## src/rtl/altitude_hold_pid_unit_defines.svh

```systemverilog
// ----------------------------------------------------------------------------
// Altitude hold PID unit: assertion macros
// Shared property wrappers, clocked on aclk and held off while aresetn is low.
// ----------------------------------------------------------------------------
`ifndef ALTITUDE_HOLD_PID_UNIT_DEFINES_SVH
`define ALTITUDE_HOLD_PID_UNIT_DEFINES_SVH

// The consequent must hold on the same edge as the antecedent.
`define AHP_ASSERT_SAME(lbl, ante, cons, msg) \
    lbl: assert property (@(posedge aclk) disable iff (!aresetn) (ante) |-> (cons)) \
        else $error(msg);

// The consequent must hold on the edge after the antecedent.
`define AHP_ASSERT_NEXT(lbl, ante, cons, msg) \
    lbl: assert property (@(posedge aclk) disable iff (!aresetn) (ante) |=> (cons)) \
        else $error(msg);

`endif

```

## src/rtl/ahp_pkg.sv

```systemverilog
// ----------------------------------------------------------------------------
// Altitude hold PID unit: package
// Register indexes, fixed datapath widths and constants of the controller.
// ----------------------------------------------------------------------------
package ahp_pkg;

    // Configuration port.
    localparam int CFG_IDX_W  = 3;
    localparam int CFG_DATA_W = 31;

    typedef enum logic [CFG_IDX_W-1:0] {
        REG_GAIN_P             = 3'd0,
        REG_GAIN_I             = 3'd1,
        REG_GAIN_D             = 3'd2,
        REG_INTEGRAL_LIMIT     = 3'd3,
        REG_ERROR_BAND         = 3'd4,
        REG_WINDUP_LIMIT       = 3'd5,
        REG_DESCENT_RATE_LIMIT = 3'd6
    } cfg_reg_t;

    // Reset values of the limits, Q16.16.
    localparam logic [30:0] ERROR_BAND_RST   = 31'd655360;
    localparam logic [30:0] WINDUP_LIMIT_RST = 31'd6553600;

    // Sample interval window in microseconds.
    localparam logic [16:0] DT_MIN_US    = 17'd10000;
    localparam logic [16:0] DT_MAX_US    = 17'd100000;
    localparam logic [19:0] USEC_PER_SEC = 20'd1000000;

    // One step of the descent threshold: 10 m/s in Q16.16.
    localparam logic [27:0] DESCENT_STEP = 28'd655360;

    // Shared multiplier: signed A by unsigned B.
    localparam int MUL_A_W = 34;
    localparam int MUL_B_W = 20;
    localparam int PROD_W  = 55;

    // Divider: signed dividend, magnitude width and remainder width.
    localparam int ACC_W = 57;
    localparam int MAG_W = 56;
    localparam int REM_W = 20;

endpackage

```

## src/rtl/altitude_hold_pid_unit.sv

```systemverilog
// ----------------------------------------------------------------------------
// Altitude hold PID unit
// One controller step per barometer sample: interval clamp, limited error and
// error sum, climb rate, P/I/D terms, descent limiter and slewed throttle.
//
// Usage: configuration is written through cfg_wr_en/cfg_index/cfg_wr_data,
// one register per cycle, while no sample is in progress. Samples enter on
// the s_ channel (valid/ready) and each gives exactly one result beat on the
// m_ channel. The work runs on one shared multiplier and a radix-4 divider
// under a sequencer: six multiplies, five before the two divisions and one after.
// A new sample is taken only once the result of the last one has been loaded
// into the output register; the two divisions take most of that time.
// The result sits in an output register, so a stalled receiver does not hold
// off the next input beat; only the following result waits for it.
// A synchronous low aresetn clears all controller state and the registers
// return to their reset values; no beat is pending afterwards.
// ----------------------------------------------------------------------------
`include "altitude_hold_pid_unit_defines.svh"

module altitude_hold_pid_unit #(
    parameter int MAX_COMP = 40
) (
    input  logic                                aclk,
    input  logic                                aresetn,

    input  logic                                cfg_wr_en,
    input  logic [ahp_pkg::CFG_IDX_W-1:0]       cfg_index,
    input  logic [ahp_pkg::CFG_DATA_W-1:0]      cfg_wr_data,

    input  logic                                s_valid,
    output logic                                s_ready,
    input  logic [31:0]                         s_time_us,
    input  logic signed [31:0]                  s_target_alt,
    input  logic signed [31:0]                  s_measured_alt,
    input  logic signed [31:0]                  s_bias_comp,

    output logic                                m_valid,
    input  logic                                m_ready,
    output logic signed [7:0]                   m_throttle_comp,
    output logic signed [31:0]                  m_climb_rate,
    output logic [7:0]                          m_descent_count,
    output logic signed [31:0]                  m_max_climb,
    output logic signed [31:0]                  m_min_climb
);

    localparam int MAW = ahp_pkg::MUL_A_W;
    localparam int MBW = ahp_pkg::MUL_B_W;
    localparam int PW  = ahp_pkg::PROD_W;
    localparam int AW  = ahp_pkg::ACC_W;
    localparam int MW  = ahp_pkg::MAG_W;
    localparam int RW  = ahp_pkg::REM_W;
    localparam int DIV_STEPS = MW / 2;
    localparam int DCW = $clog2(DIV_STEPS);

    localparam logic signed [PW-1:0] COMP_LIM_Q = PW'(MAX_COMP * 65536);
    localparam logic [7:0]           DESC_CAP   = 8'(2 * MAX_COMP);
    localparam logic signed [7:0]    COMP_MAX   = 8'(MAX_COMP);
    localparam logic signed [35:0]   GOAL_MAX   = 36'(MAX_COMP);
    localparam logic signed [AW-1:0] RATE_MAX   = AW'(64'sh7FFF_FFFF);
    localparam logic signed [AW-1:0] RATE_MIN   = -RATE_MAX - AW'(1);

    typedef enum logic [3:0] {
        ST_IDLE,
        ST_MUL_P,
        ST_MUL_I,
        ST_MUL_R,
        ST_MUL_AL,
        ST_MUL_AH,
        ST_ACC,
        ST_LD_I,
        ST_DIV,
        ST_FIN_I,
        ST_FIN_R,
        ST_MUL_D,
        ST_TERM_D,
        ST_SUM,
        ST_OUT
    } state_t;

    state_t state_reg;

    // Configuration registers.
    logic [15:0]            gain_p_reg, gain_i_reg, gain_d_reg;
    logic [30:0]            ilim_reg, eband_reg, wlim_reg;
    logic [7:0]             drl_reg;

    // Controller state.
    logic [31:0]            last_time_reg;
    logic signed [31:0]     last_alt_reg, esum_reg;
    logic [7:0]             lim_reg;
    logic signed [7:0]      comp_reg;
    logic signed [31:0]     max_reg, min_reg;

    // Per-sample working registers.
    logic [16:0]            dt_reg;
    logic signed [31:0]     e_reg, bias_reg;
    logic signed [32:0]     diff_reg;
    logic signed [PW-1:0]   prod_reg, rdiv_reg;
    logic signed [23:0]     p_reg, d_reg;
    logic signed [39:0]     a_reg;
    logic signed [AW-1:0]   acc_reg;
    logic signed [31:0]     i_reg, rate_reg;

    // Divider.
    logic [MW-1:0]          div_quo_reg;
    logic [RW-1:0]          div_rem_reg, div_den_reg;
    logic                   div_neg_reg, div_rate_reg;
    logic [DCW-1:0]         div_cnt_reg;

    // Result register.
    logic                   m_valid_reg;
    logic signed [7:0]      out_comp_reg;
    logic signed [31:0]     out_rate_reg, out_max_reg, out_min_reg;
    logic [7:0]             out_lim_reg;

    // Combinational values.
    logic [31:0]            dt_raw;
    logic [16:0]            dt_next;
    logic signed [32:0]     e_raw, eband_s, eband_neg;
    logic signed [31:0]     e_next;
    logic signed [32:0]     diff_next;
    logic signed [32:0]     esum_raw, wlim_s, wlim_neg;
    logic signed [31:0]     esum_next;
    logic signed [MAW-1:0]  mul_a;
    logic [MBW-1:0]         mul_b;
    logic signed [PW-1:0]   mul_res, prod_sh;
    logic signed [23:0]     term_next;
    logic signed [AW-1:0]   acc_sum;
    logic signed [AW-1:0]   div_src, div_src_abs;
    logic [RW-1:0]          div_den_next;
    logic [MW-1:0]          div_quo_next;
    logic [RW-1:0]          div_rem_next;
    logic signed [AW-1:0]   q_ext, q_floor, ilim_s;
    logic signed [31:0]     i_next, rate_next;
    logic [27:0]            desc_thr;
    logic signed [33:0]     desc_chk;
    logic [7:0]             lim_next;
    logic signed [35:0]     sum_w, goal_raw;
    logic signed [7:0]      goal_c, comp_next;

    assign s_ready         = (state_reg == ST_IDLE);
    assign m_valid         = m_valid_reg;
    assign m_throttle_comp = out_comp_reg;
    assign m_climb_rate    = out_rate_reg;
    assign m_descent_count = out_lim_reg;
    assign m_max_climb     = out_max_reg;
    assign m_min_climb     = out_min_reg;

    // Input conditioning, done as the sample is taken.
    always_comb begin
        dt_raw = s_time_us - last_time_reg;
        if (dt_raw < 32'(ahp_pkg::DT_MIN_US)) begin
            dt_next = ahp_pkg::DT_MIN_US;
        end else if (dt_raw > 32'(ahp_pkg::DT_MAX_US)) begin
            dt_next = ahp_pkg::DT_MAX_US;
        end else begin
            dt_next = dt_raw[16:0];
        end

        e_raw     = {s_target_alt[31], s_target_alt} - {s_measured_alt[31], s_measured_alt};
        eband_s   = {2'b00, eband_reg};
        eband_neg = -eband_s;
        if (e_raw > eband_s) begin
            e_next = eband_s[31:0];
        end else if (e_raw < eband_neg) begin
            e_next = eband_neg[31:0];
        end else begin
            e_next = e_raw[31:0];
        end

        diff_next = {s_measured_alt[31], s_measured_alt} - {last_alt_reg[31], last_alt_reg};
    end

    // Error sum with windup clamp.
    always_comb begin
        esum_raw = {esum_reg[31], esum_reg} + {e_reg[31], e_reg};
        wlim_s   = {2'b00, wlim_reg};
        wlim_neg = -wlim_s;
        if (esum_raw > wlim_s) begin
            esum_next = wlim_s[31:0];
        end else if (esum_raw < wlim_neg) begin
            esum_next = wlim_neg[31:0];
        end else begin
            esum_next = esum_raw[31:0];
        end
    end

    // Shared multiplier operand selection. The product is registered every cycle.
    always_comb begin
        mul_a = '0;
        mul_b = '0;
        unique case (state_reg)
            ST_MUL_P: begin
                mul_a = {{(MAW-32){e_reg[31]}}, e_reg};
                mul_b = {{(MBW-16){1'b0}}, gain_p_reg};
            end
            ST_MUL_I: begin
                mul_a = {{(MAW-32){esum_reg[31]}}, esum_reg};
                mul_b = {{(MBW-16){1'b0}}, gain_i_reg};
            end
            ST_MUL_R: begin
                mul_a = {{(MAW-33){diff_reg[32]}}, diff_reg};
                mul_b = ahp_pkg::USEC_PER_SEC;
            end
            ST_MUL_AL: begin
                mul_a = {{(MAW-24){1'b0}}, a_reg[23:0]};
                mul_b = {{(MBW-17){1'b0}}, dt_reg};
            end
            ST_MUL_AH: begin
                mul_a = {{(MAW-16){a_reg[39]}}, a_reg[39:24]};
                mul_b = {{(MBW-17){1'b0}}, dt_reg};
            end
            ST_MUL_D: begin
                mul_a = {{(MAW-32){rate_reg[31]}}, rate_reg};
                mul_b = {{(MBW-16){1'b0}}, gain_d_reg};
            end
            default: begin
                mul_a = '0;
                mul_b = '0;
            end
        endcase
        mul_res = mul_a * $signed({1'b0, mul_b});
    end

    // Q8.8 gain scaling is a floor shift; P and D share the same limit.
    always_comb begin
        prod_sh = prod_reg >>> 8;
        if (prod_sh > COMP_LIM_Q) begin
            term_next = COMP_LIM_Q[23:0];
        end else if (prod_sh < -COMP_LIM_Q) begin
            term_next = 24'(-COMP_LIM_Q);
        end else begin
            term_next = prod_sh[23:0];
        end
        // The upper part of the split product carries a weight of 2^24.
        acc_sum = acc_reg + ({{(AW-PW){prod_reg[PW-1]}}, prod_reg} <<< 24);
    end

    // Divider load: magnitude of the dividend, the sign kept apart.
    always_comb begin
        if (state_reg == ST_FIN_I) begin
            div_src      = {{(AW-PW){rdiv_reg[PW-1]}}, rdiv_reg};
            div_den_next = {{(RW-17){1'b0}}, dt_reg};
        end else begin
            div_src      = acc_reg;
            div_den_next = ahp_pkg::USEC_PER_SEC;
        end
        div_src_abs = div_src[AW-1] ? -div_src : div_src;
    end

    // Two restoring steps per cycle.
    always_comb begin
        logic [RW:0]   rem_w;
        logic [RW-1:0] rem_t;
        logic [MW-1:0] quo_w;
        quo_w = div_quo_reg;
        rem_t = div_rem_reg;
        for (int k = 0; k < 2; k++) begin
            rem_w = {rem_t, quo_w[MW-1]};
            quo_w = {quo_w[MW-2:0], 1'b0};
            if (rem_w >= {1'b0, div_den_reg}) begin
                rem_w    = rem_w - {1'b0, div_den_reg};
                quo_w[0] = 1'b1;
            end
            rem_t = rem_w[RW-1:0];
        end
        div_quo_next = quo_w;
        div_rem_next = rem_t;
    end

    // Floor quotient: a negative dividend with a remainder rounds one further down.
    always_comb begin
        q_ext = {1'b0, div_quo_reg};
        if (div_neg_reg) begin
            q_floor = -q_ext - {{(AW-1){1'b0}}, |div_rem_reg};
        end else begin
            q_floor = q_ext;
        end

        ilim_s = {{(AW-31){1'b0}}, ilim_reg};
        if (q_floor > ilim_s) begin
            i_next = ilim_s[31:0];
        end else if (q_floor < -ilim_s) begin
            i_next = 32'(-ilim_s);
        end else begin
            i_next = q_floor[31:0];
        end

        if (q_floor > RATE_MAX) begin
            rate_next = RATE_MAX[31:0];
        end else if (q_floor < RATE_MIN) begin
            rate_next = RATE_MIN[31:0];
        end else begin
            rate_next = q_floor[31:0];
        end
    end

    // Descent limiter, final sum and slew.
    always_comb begin
        desc_thr = 28'(drl_reg) * ahp_pkg::DESCENT_STEP;
        desc_chk = {{2{rate_reg[31]}}, rate_reg} + {6'b0, desc_thr};
        if (desc_chk[33]) begin
            lim_next = (lim_reg < DESC_CAP) ? lim_reg + 8'd1 : DESC_CAP;
        end else begin
            lim_next = (lim_reg != 8'd0) ? lim_reg - 8'd1 : 8'd0;
        end

        sum_w = {{12{p_reg[23]}}, p_reg} + {{4{i_reg[31]}}, i_reg}
              + {{12{d_reg[23]}}, d_reg} + {{4{bias_reg[31]}}, bias_reg}
              + {12'b0, lim_reg, 16'b0};
        // The integer part is taken towards zero.
        goal_raw = (sum_w + (sum_w[35] ? 36'sd65535 : 36'sd0)) >>> 16;
        if (goal_raw > GOAL_MAX) begin
            goal_c = COMP_MAX;
        end else if (goal_raw < -GOAL_MAX) begin
            goal_c = -COMP_MAX;
        end else begin
            goal_c = goal_raw[7:0];
        end

        if (goal_c > comp_reg) begin
            comp_next = comp_reg + 8'sd1;
        end else if (goal_c < comp_reg) begin
            comp_next = comp_reg - 8'sd1;
        end else begin
            comp_next = comp_reg;
        end
    end

    always_ff @(posedge aclk) begin
        if (!aresetn) begin
            state_reg     <= ST_IDLE;
            m_valid_reg   <= 1'b0;
            gain_p_reg    <= '0;
            gain_i_reg    <= '0;
            gain_d_reg    <= '0;
            ilim_reg      <= '0;
            eband_reg     <= ahp_pkg::ERROR_BAND_RST;
            wlim_reg      <= ahp_pkg::WINDUP_LIMIT_RST;
            drl_reg       <= '0;
            last_time_reg <= '0;
            last_alt_reg  <= '0;
            esum_reg      <= '0;
            lim_reg       <= '0;
            comp_reg      <= '0;
            max_reg       <= '0;
            min_reg       <= '0;
            div_cnt_reg   <= '0;
            div_rate_reg  <= 1'b0;
        end else begin
            if (cfg_wr_en) begin
                unique case (cfg_index)
                    ahp_pkg::REG_GAIN_P:             gain_p_reg <= cfg_wr_data[15:0];
                    ahp_pkg::REG_GAIN_I:             gain_i_reg <= cfg_wr_data[15:0];
                    ahp_pkg::REG_GAIN_D:             gain_d_reg <= cfg_wr_data[15:0];
                    ahp_pkg::REG_INTEGRAL_LIMIT:     ilim_reg   <= cfg_wr_data;
                    ahp_pkg::REG_ERROR_BAND:         eband_reg  <= cfg_wr_data;
                    ahp_pkg::REG_WINDUP_LIMIT:       wlim_reg   <= cfg_wr_data;
                    ahp_pkg::REG_DESCENT_RATE_LIMIT: drl_reg    <= cfg_wr_data[7:0];
                    default: ;
                endcase
            end

            if (m_ready) begin
                m_valid_reg <= 1'b0;
            end

            prod_reg <= mul_res;

            unique case (state_reg)
                ST_IDLE: begin
                    if (s_valid) begin
                        dt_reg        <= dt_next;
                        e_reg         <= e_next;
                        diff_reg      <= diff_next;
                        bias_reg      <= s_bias_comp;
                        last_time_reg <= s_time_us;
                        last_alt_reg  <= s_measured_alt;
                        state_reg     <= ST_MUL_P;
                    end
                end
                ST_MUL_P: begin
                    esum_reg  <= esum_next;
                    state_reg <= ST_MUL_I;
                end
                ST_MUL_I: begin
                    p_reg     <= term_next;
                    state_reg <= ST_MUL_R;
                end
                ST_MUL_R: begin
                    // The gain-scaled sum always fits 40 bits.
                    a_reg     <= prod_sh[39:0];
                    state_reg <= ST_MUL_AL;
                end
                ST_MUL_AL: begin
                    rdiv_reg  <= prod_reg;
                    state_reg <= ST_MUL_AH;
                end
                ST_MUL_AH: begin
                    acc_reg   <= {{(AW-PW){prod_reg[PW-1]}}, prod_reg};
                    state_reg <= ST_ACC;
                end
                ST_ACC: begin
                    acc_reg   <= acc_sum;
                    state_reg <= ST_LD_I;
                end
                ST_LD_I: begin
                    div_quo_reg  <= div_src_abs[MW-1:0];
                    div_rem_reg  <= '0;
                    div_den_reg  <= div_den_next;
                    div_neg_reg  <= div_src[AW-1];
                    div_cnt_reg  <= DCW'(DIV_STEPS - 1);
                    div_rate_reg <= 1'b0;
                    state_reg    <= ST_DIV;
                end
                ST_DIV: begin
                    div_quo_reg <= div_quo_next;
                    div_rem_reg <= div_rem_next;
                    div_cnt_reg <= div_cnt_reg - DCW'(1);
                    if (div_cnt_reg == '0) begin
                        state_reg <= div_rate_reg ? ST_FIN_R : ST_FIN_I;
                    end
                end
                ST_FIN_I: begin
                    i_reg        <= i_next;
                    div_quo_reg  <= div_src_abs[MW-1:0];
                    div_rem_reg  <= '0;
                    div_den_reg  <= div_den_next;
                    div_neg_reg  <= div_src[AW-1];
                    div_cnt_reg  <= DCW'(DIV_STEPS - 1);
                    div_rate_reg <= 1'b1;
                    state_reg    <= ST_DIV;
                end
                ST_FIN_R: begin
                    rate_reg  <= rate_next;
                    state_reg <= ST_MUL_D;
                end
                ST_MUL_D: begin
                    state_reg <= ST_TERM_D;
                end
                ST_TERM_D: begin
                    d_reg     <= term_next;
                    lim_reg   <= lim_next;
                    state_reg <= ST_SUM;
                end
                ST_SUM: begin
                    comp_reg <= comp_next;
                    if (rate_reg > max_reg) begin
                        max_reg <= rate_reg;
                    end else if (rate_reg < min_reg) begin
                        min_reg <= rate_reg;
                    end
                    state_reg <= ST_OUT;
                end
                ST_OUT: begin
                    // Wait here only while an earlier result beat is still unclaimed.
                    if (!m_valid_reg || m_ready) begin
                        m_valid_reg  <= 1'b1;
                        out_comp_reg <= comp_reg;
                        out_rate_reg <= rate_reg;
                        out_lim_reg  <= lim_reg;
                        out_max_reg  <= max_reg;
                        out_min_reg  <= min_reg;
                        state_reg    <= ST_IDLE;
                    end
                end
                default: begin
                    state_reg <= ST_IDLE;
                end
            endcase
        end
    end

    `AHP_ASSERT_NEXT(a_busy_after_accept, s_valid && s_ready, !s_ready, "input taken while busy")
    `AHP_ASSERT_NEXT(a_result_loaded, (state_reg == ST_OUT) && (!m_valid_reg || m_ready), m_valid_reg && s_ready, "result beat not presented")
    `AHP_ASSERT_SAME(a_descent_cap, 1'b1, lim_reg <= DESC_CAP, "descent limiter above its cap")
    `AHP_ASSERT_SAME(a_comp_range, 1'b1, (comp_reg <= COMP_MAX) && (comp_reg >= -COMP_MAX), "throttle compensation out of range")
    `AHP_ASSERT_SAME(a_min_le_max, 1'b1, min_reg <= max_reg, "minimum climb rate above maximum")

endmodule
```

## config.mk

```make
export PLATFORM = sky130hd
export DESIGN_NAME = altitude_hold_pid_unit
export DESIGN_NICKNAME = d
export VERILOG_FILES = /design/src/rtl/ahp_pkg.sv /design/src/rtl/altitude_hold_pid_unit.sv
export VERILOG_INCLUDE_DIRS = /design/src /design/src/rtl
export SDC_FILE = /design/constraint.sdc
export NUM_CORES = 2
export LEC_CHECK = 0
export CORE_MARGIN = 2
export CORE_UTILIZATION = 40
export CTS_CLUSTER_SIZE = 20
export DETAILED_ROUTE_END_ITERATION = 8
export DONT_BUFFER_PORTS = 1
export HOLD_SLACK_MARGIN = 0.1
export PLACE_DENSITY = 0.59
export SLEW_MARGIN = 5
export SYNTH_ARGS = -nofsm -noshare
export SYNTH_HDL_FRONTEND = slang
export SYNTH_SLANG_ARGS = --single-unit
```

## constraint.sdc

```tcl
create_clock -name aclk -period 24.1 [get_ports aclk]
set_clock_uncertainty 0.05 [all_clocks]
set_input_delay 0 -clock aclk [delete_from_list [all_inputs] [get_ports aclk]]
set_output_delay 0 -clock aclk [all_outputs]
set_load 0.1 [all_outputs]
```

---- Word level (Yosys, flattened, before mapping) ----
Cells that the tools add are included.
operators by class
  multiply operators ...................... 2
  $lt $le $gt $ge ......................... 21
  muxes and demuxes ....................... 41
  reductions and logical operators ........ 37
  eq/ne operators ......................... 23
  bitwise logic cells ..................... 1
  $add $sub $neg .......................... 24
operator list
  operator                number
  $pmux W34 S6            1
  $mux W32                5
  $mux W57                2
  $pmux W57 S2            1
  $pmux W56 S2            1
  $pmux W20 S5            1
  $gt A33 B32 Y1          2
  $lt A33 B33 Y1          2
  $neg A31 Y33            2
  $sub A32 B32 Y33        2
  $mux W31                2
  $mux W20                3
  $add A57 B57 Y57        1
  $gt A57 B32 Y1          1
  $gt A57 B32 Y1 const B  1
  $lt A57 B32 Y1 const B  1
  $lt A57 B57 Y1          1
  $neg A31 Y57            1
  $neg A56 Y57            1
  $sub A57 B1 Y57         1
  $mux W56                1
  $mux W8                 7
  $neg A56 Y56            1
  $pmux W4 S14            1
  other kinds (57)        107
storage, ports and cells
  word-level logic and storage cells ...... 192
  flip-flop bits (word level) ............. 978
  bits of input ports ..................... 167
  output and inout port bits .............. 114

---- Depth between registers and ports, before layout ----
  word-level depth ........................ 12
  depth in mapped cells ................... 53
  depth with buffers taken out ............ 51

---- Worst setup path after synthesis ----
No wires, ideal clock.
  path kind ............................... register to register
  start ................................... register p_reg[23]
  end ..................................... register comp_reg[7]
  setup time .............................. 128 ps
  setup slack ............................. 13938 ps
  clock period less this slack ............ 10162 ps
  data required time ...................... 23922 ps
  arrival ................................. 9984 ps
  buffers on the path ..................... 2
  stages on the path, launching flop included .. 52
  cell sequence ........................... edfxtp_1 > inv_1 > fa_1 > inv_1 > fa_1 > fa_1 > ha_1 > clkbuf_1 > nand3_1 > nor2_1 > nand3_1 > o211ai_1 > a41oi_1 > o21ai_0 > inv_1 > ha_1 > a21o_1 > a21o_1 > (+16 left out) > o21ai_0 > nand2b_1 > a21oi_1 > nor2b_1 > o21ai_0 > a31oi_1 > o21ai_0 > ha_1 > a21o_1 > a21o_1 > a21o_1 > a21oi_1 > o21bai_1 > a21oi_1 > xnor2_1 > nand2_1 > xnor2_1 > nor2_1
between the ends
  cells in the longest elaborated chain, start to end .. 12
  elaborated cells between the ends (all ways) .. 15
  classes of those cells .................. add/sub: 5; order compare: 4; mux: 4; reduce/logical: 2
RTL lines
  item                                                 RTL line                                                      text
  from (decl)                                          altitude_hold_pid_unit.sv:99                                  logic signed [23:0] p_reg, d_reg;
  from (signal assigned)                               altitude_hold_pid_unit.sv:387                                 p_reg <= term_next;
  $add A24 B32 Y33 *                                   altitude_hold_pid_unit.sv:308                                 sum_w = {{12{p_reg[23]}}, p_reg} + {{4{i_reg[31]}}, i_reg}
  $add A33 B24 Y34 *                                   altitude_hold_pid_unit.sv:309                                 + {{12{d_reg[23]}}, d_reg} + {{4{bias_reg[31]}}, bias_reg}
  $add A34 B32 Y35 *                                   altitude_hold_pid_unit.sv:309
  $add A35 B25 Y36 *                                   altitude_hold_pid_unit.sv:310                                 + {12'b0, lim_reg, 16'b0};
  $mux W16                                             altitude_hold_pid_unit.sv:312                                 goal_raw = (sum_w + (sum_w[35] ? 36'sd65535 : 36'sd0)) >>> 16;
  $add A36 B17 Y36 *                                   altitude_hold_pid_unit.sv:312
  $lt A20 B7 Y1                                        altitude_hold_pid_unit.sv:315                                 end else if (goal_raw < -GOAL_MAX) begin
  $mux W8                                              altitude_hold_pid_unit.sv:315
  $mux W8 *                                            altitude_hold_pid_unit.sv:313                                 if (goal_raw > GOAL_MAX) begin
  $gt A8 B8 Y1 / $lt A8 B8 Y1 (equally long branches)  altitude_hold_pid_unit.sv:321, altitude_hold_pid_unit.sv:323
  $reduce_bool A2 Y1 (no line)                         n/a
  $reduce_and A2 Y1 (no line)                          n/a
  to (signal assigned)                                 altitude_hold_pid_unit.sv:447                                 comp_reg <= comp_next;
  to (decl)                                            altitude_hold_pid_unit.sv:91                                  logic signed [7:0] comp_reg;
Mark *: on every way between the ends. The rest lies on a longest branch, timed or not.
A chain may end at the register's enable or synchronous reset.

---- Worst setup path in the final report ----
Ends and elaborated chain as after synthesis.

==> reports/results.ini <==
[critical_path]
cp_slowest_cell = o21ai_0
crit_top_cell = a21o_1
end_kind = register
path_max_fanout = 9
start_kind = register
slowest_delay_ns = 0.65
crit_type = register to register
r2r_slack_ns = 11.87
cp.required_ns = 24.71
arrival_ns = 12.84

[die]
die_h_um = 476
rows = 173
initial_core_util_pct = 40.2
die_w_um = 476
dieArea_sq_um = 227000
io_pins = 281
core_area_sq_um = 222000

[clock_tree]
cts_hold_buffers = 372
postCtsSetupBuffers = 0
clkLatencyLatePin_ns = 0.81
cts_tree = done
cts_made_buffers = 110
clockRootBuffer = clkbuf_16
numClockSinks = 976
clk_pin_slew_worst_paths_ns = 0.07
ctsLongestPathBuffers = 3
ctsResizeCount = 0
htree_levels = 3

[routing]
route.vias.total = 73841
first_iter_violations = 6114
wl_met3_mm = 22.2
highest_layer = met5
drc = 0
totalWireLength_mm = 308
vias_per_cell = 5.60
wl_met1_mm = 127
wl_met2_mm = 142
ant_nets = 0
wl_per_cell_um = 23.4
drt_first_pass_iters = 8

[layout]
fillers = 21306
fin_nets = 11777
multi_input_area_sq_um = 57100
area_growth_pct = 12.8
ff_latch_area_sq_um = 25900
largest_reg_flops = 57
layout-drive-gt1-share_pct = 4.53

[timing]
hold_viol_final = 0
slew_headroom_pct = 12.7
tightest_slew_ns = 1.31
worst_slack_ns = 11.87
setup_tns_ns = 0
fmax_mhz = 81.8
min_period_ns = 12.23
maxSlewViolCount = 0
rsz0062_at_grt = false
setup_viol = 0
layout_worst_path_cycle_share_pct = 50.7

[synth]
ys.flop_type = edfxtp_1
synthAdderAreaFrac_pct = 27.5
netlist_instances = 9819
netlist_area_sq_um = 89100
ys_seq_area_share_pct = 29.1
synth_top_family_by_area = adder cells
synth_xor_area_share_pct = 4.13
yosysWarnings = 0
syn_avg_cell_area_sq_um = 9.08
yosysUniqueCellTypes = 93
synth.area.mux_share_pct = 2.31
synth_edf_count = 640
synthArstFlopShare_pct = 0
synth-compound-area-share_pct = 14.3
synth_seq_cells = 976
synth_nets = 11505
yosys.area_share.simple_pct = 15.5

[global_routing]
grt_pass1_vias = 73827
antenna_found_initial = 35
grt_overflow = 0
grt_max_degree = 126
grtUsageTotal_pct = 27.0
grt_pass1_wl_mm = 464

[placement]
place_ws_ns = 11.99
place_hpwl_mm = 238
portBuffers = 0
place_congestion = 0.953

[power]
power_density_nw_per_um2 = 90.4
p_leak_uw = 0.0423
ir_drop_mv = 0.0770

[run_status]
status = complete, no violations

[job]
max_cap_viol_count = 0

[min_path]
hp-class = input pin to register

[synth_stat cells, types with 30 or more instances]
cell type,count,area (sq um)
edfxtp_1,640,19200
nand4_1,133,832
and3_1,55,344
clkbuf_1,328,1230
o21ai_0,393,1970
o21bai_1,50,375
xor2_1,123,1080
ha_1,781,9770
a22oi_1,90,676
o211ai_1,58,435
nor2_1,571,2140
a31oi_1,76,475
nand2b_1,88,551
nor2b_1,86,538
inv_1,1311,4920
a21o_1,219,1640
nand2_1,1336,5010
or3_1,57,357
dfxtp_1,336,6730
buf_1,30,113
o21a_1,100,751
nor3_1,176,881
fa_1,738,14800
mux2i_1,194,1940
xnor2_1,297,2600
a21oi_1,688,3440
a211oi_1,74,556
and2_1,162,1010
nand3_1,137,686
nor4_1,73,457
o31ai_1,30,225
[power by group]
group / leakage [uW] / switching (uW) / internal (uW)
Sequential: 0.00861 / 234 / 2070
Clock: 0.00185 / 788 / 1020
Combinational: 0.0318 / 3130 / 1850
[final timing paths]
path | start | to | cells after the start
max | p_reg[23] | comp_reg[7] | 49
min | s_time_us[27] | dt_reg[16] | 6
max reg2reg | p_reg[23] | comp_reg[7] | 49
min reg2reg | comp_reg[7] | m_throttle_comp[7] | 0
[final cells by class]
type                            instances  area share, %
Inverter                             1312           4.91
Clock inverter                         69          0.843
Sequential cell                       976           25.8
Multi-Input combinational cell       7163           56.8
Tap cell                             2975           3.70
Timing Repair Buffer                  528           4.92
Antenna cell                           17         0.0423
Clock buffer                          139           2.98
[layer usage]
layer | GRT usage, % | vias to the layer above
met5 | 0 | -
met4 | 12.8 | 6
met3 | 5.15 | 593
met2 | 44.4 | 2538
met1 | 34.2 | 36674
li1 | - | 34030
[placed cells by master (no fill, tap or decap), types with 16 or more instances in the layout]
cell type,n
or2_2,21
buf_4,155
a21boi_0,18
mux2i_1,194
a21o_1,219
a21oi_1,687
dlygate4sd3_1,370
dfxtp_1,336
fa_1,738
nor4_1,71
and3_1,54
diode_2,17
ha_1,781
o21a_1,99
a31o_2,23
nand4_1,133
nor3_1,168
a22oi_1,90
o21bai_1,49
xnor2_1,297
nor2b_1,85
clkbuf_16,112
clkbuf_1,18
xor2_1,123
o31ai_1,30
or3_1,57
o21ai_0,393
o211ai_1,58
or4_1,21
a211oi_1,73
edfxtp_1,640
and2_1,162
o2111ai_1,16
nand2b_1,88
a211o_1,20
nand3_1,135
a31oi_1,75
nor2_1,564
inv_1,1311
nand2_1,1333
[kinds of logic after synthesis]
| group | after synthesis |
|---|---|
| simple gates | 2990 |
| compound gates | 2030 |
| buf+inv | 1680 |
| fa+ha+maj | 1519 |
| flops | 976 |
| xor+xnor | 420 |
| mux | 204 |
[metrics by stage]
stage | instances | util (%) | power [uW] | area (sq um) | hold WS (ns)
finish | 13179 | 45.3 | 9090 | 101000 | 0.167
global route | 13164 | 45.3 | 9690 | 100000 | 0.159
CTS | 13162 | 45.3 | 9070 | 100000 | 0.101
detailed placement | 12582 | 41.9 | 7100 | 92900 | 0.0490
global placement | 12582 | 41.9 | 7040 | 92900 | 0.0490
floorplan | 9819 | - | 5600 | 89100 | 0.0489
[worst max-delay path: cells and delay by family (launching register included)]
family | cells | cell delay [ns]
AOI/OAI and AO/OA | 24 | 4.99
adders and majority gates | 7 | 3.04
and+or+nand+nor | 11 | 2.07
buffers and inverters | 3 | 0.64
DFF | 1 | 0.58
muxes | 2 | 0.35
xor gates and xnor gates | 2 | 0.31
Note: power is estimated with default switching activity, not from simulation.
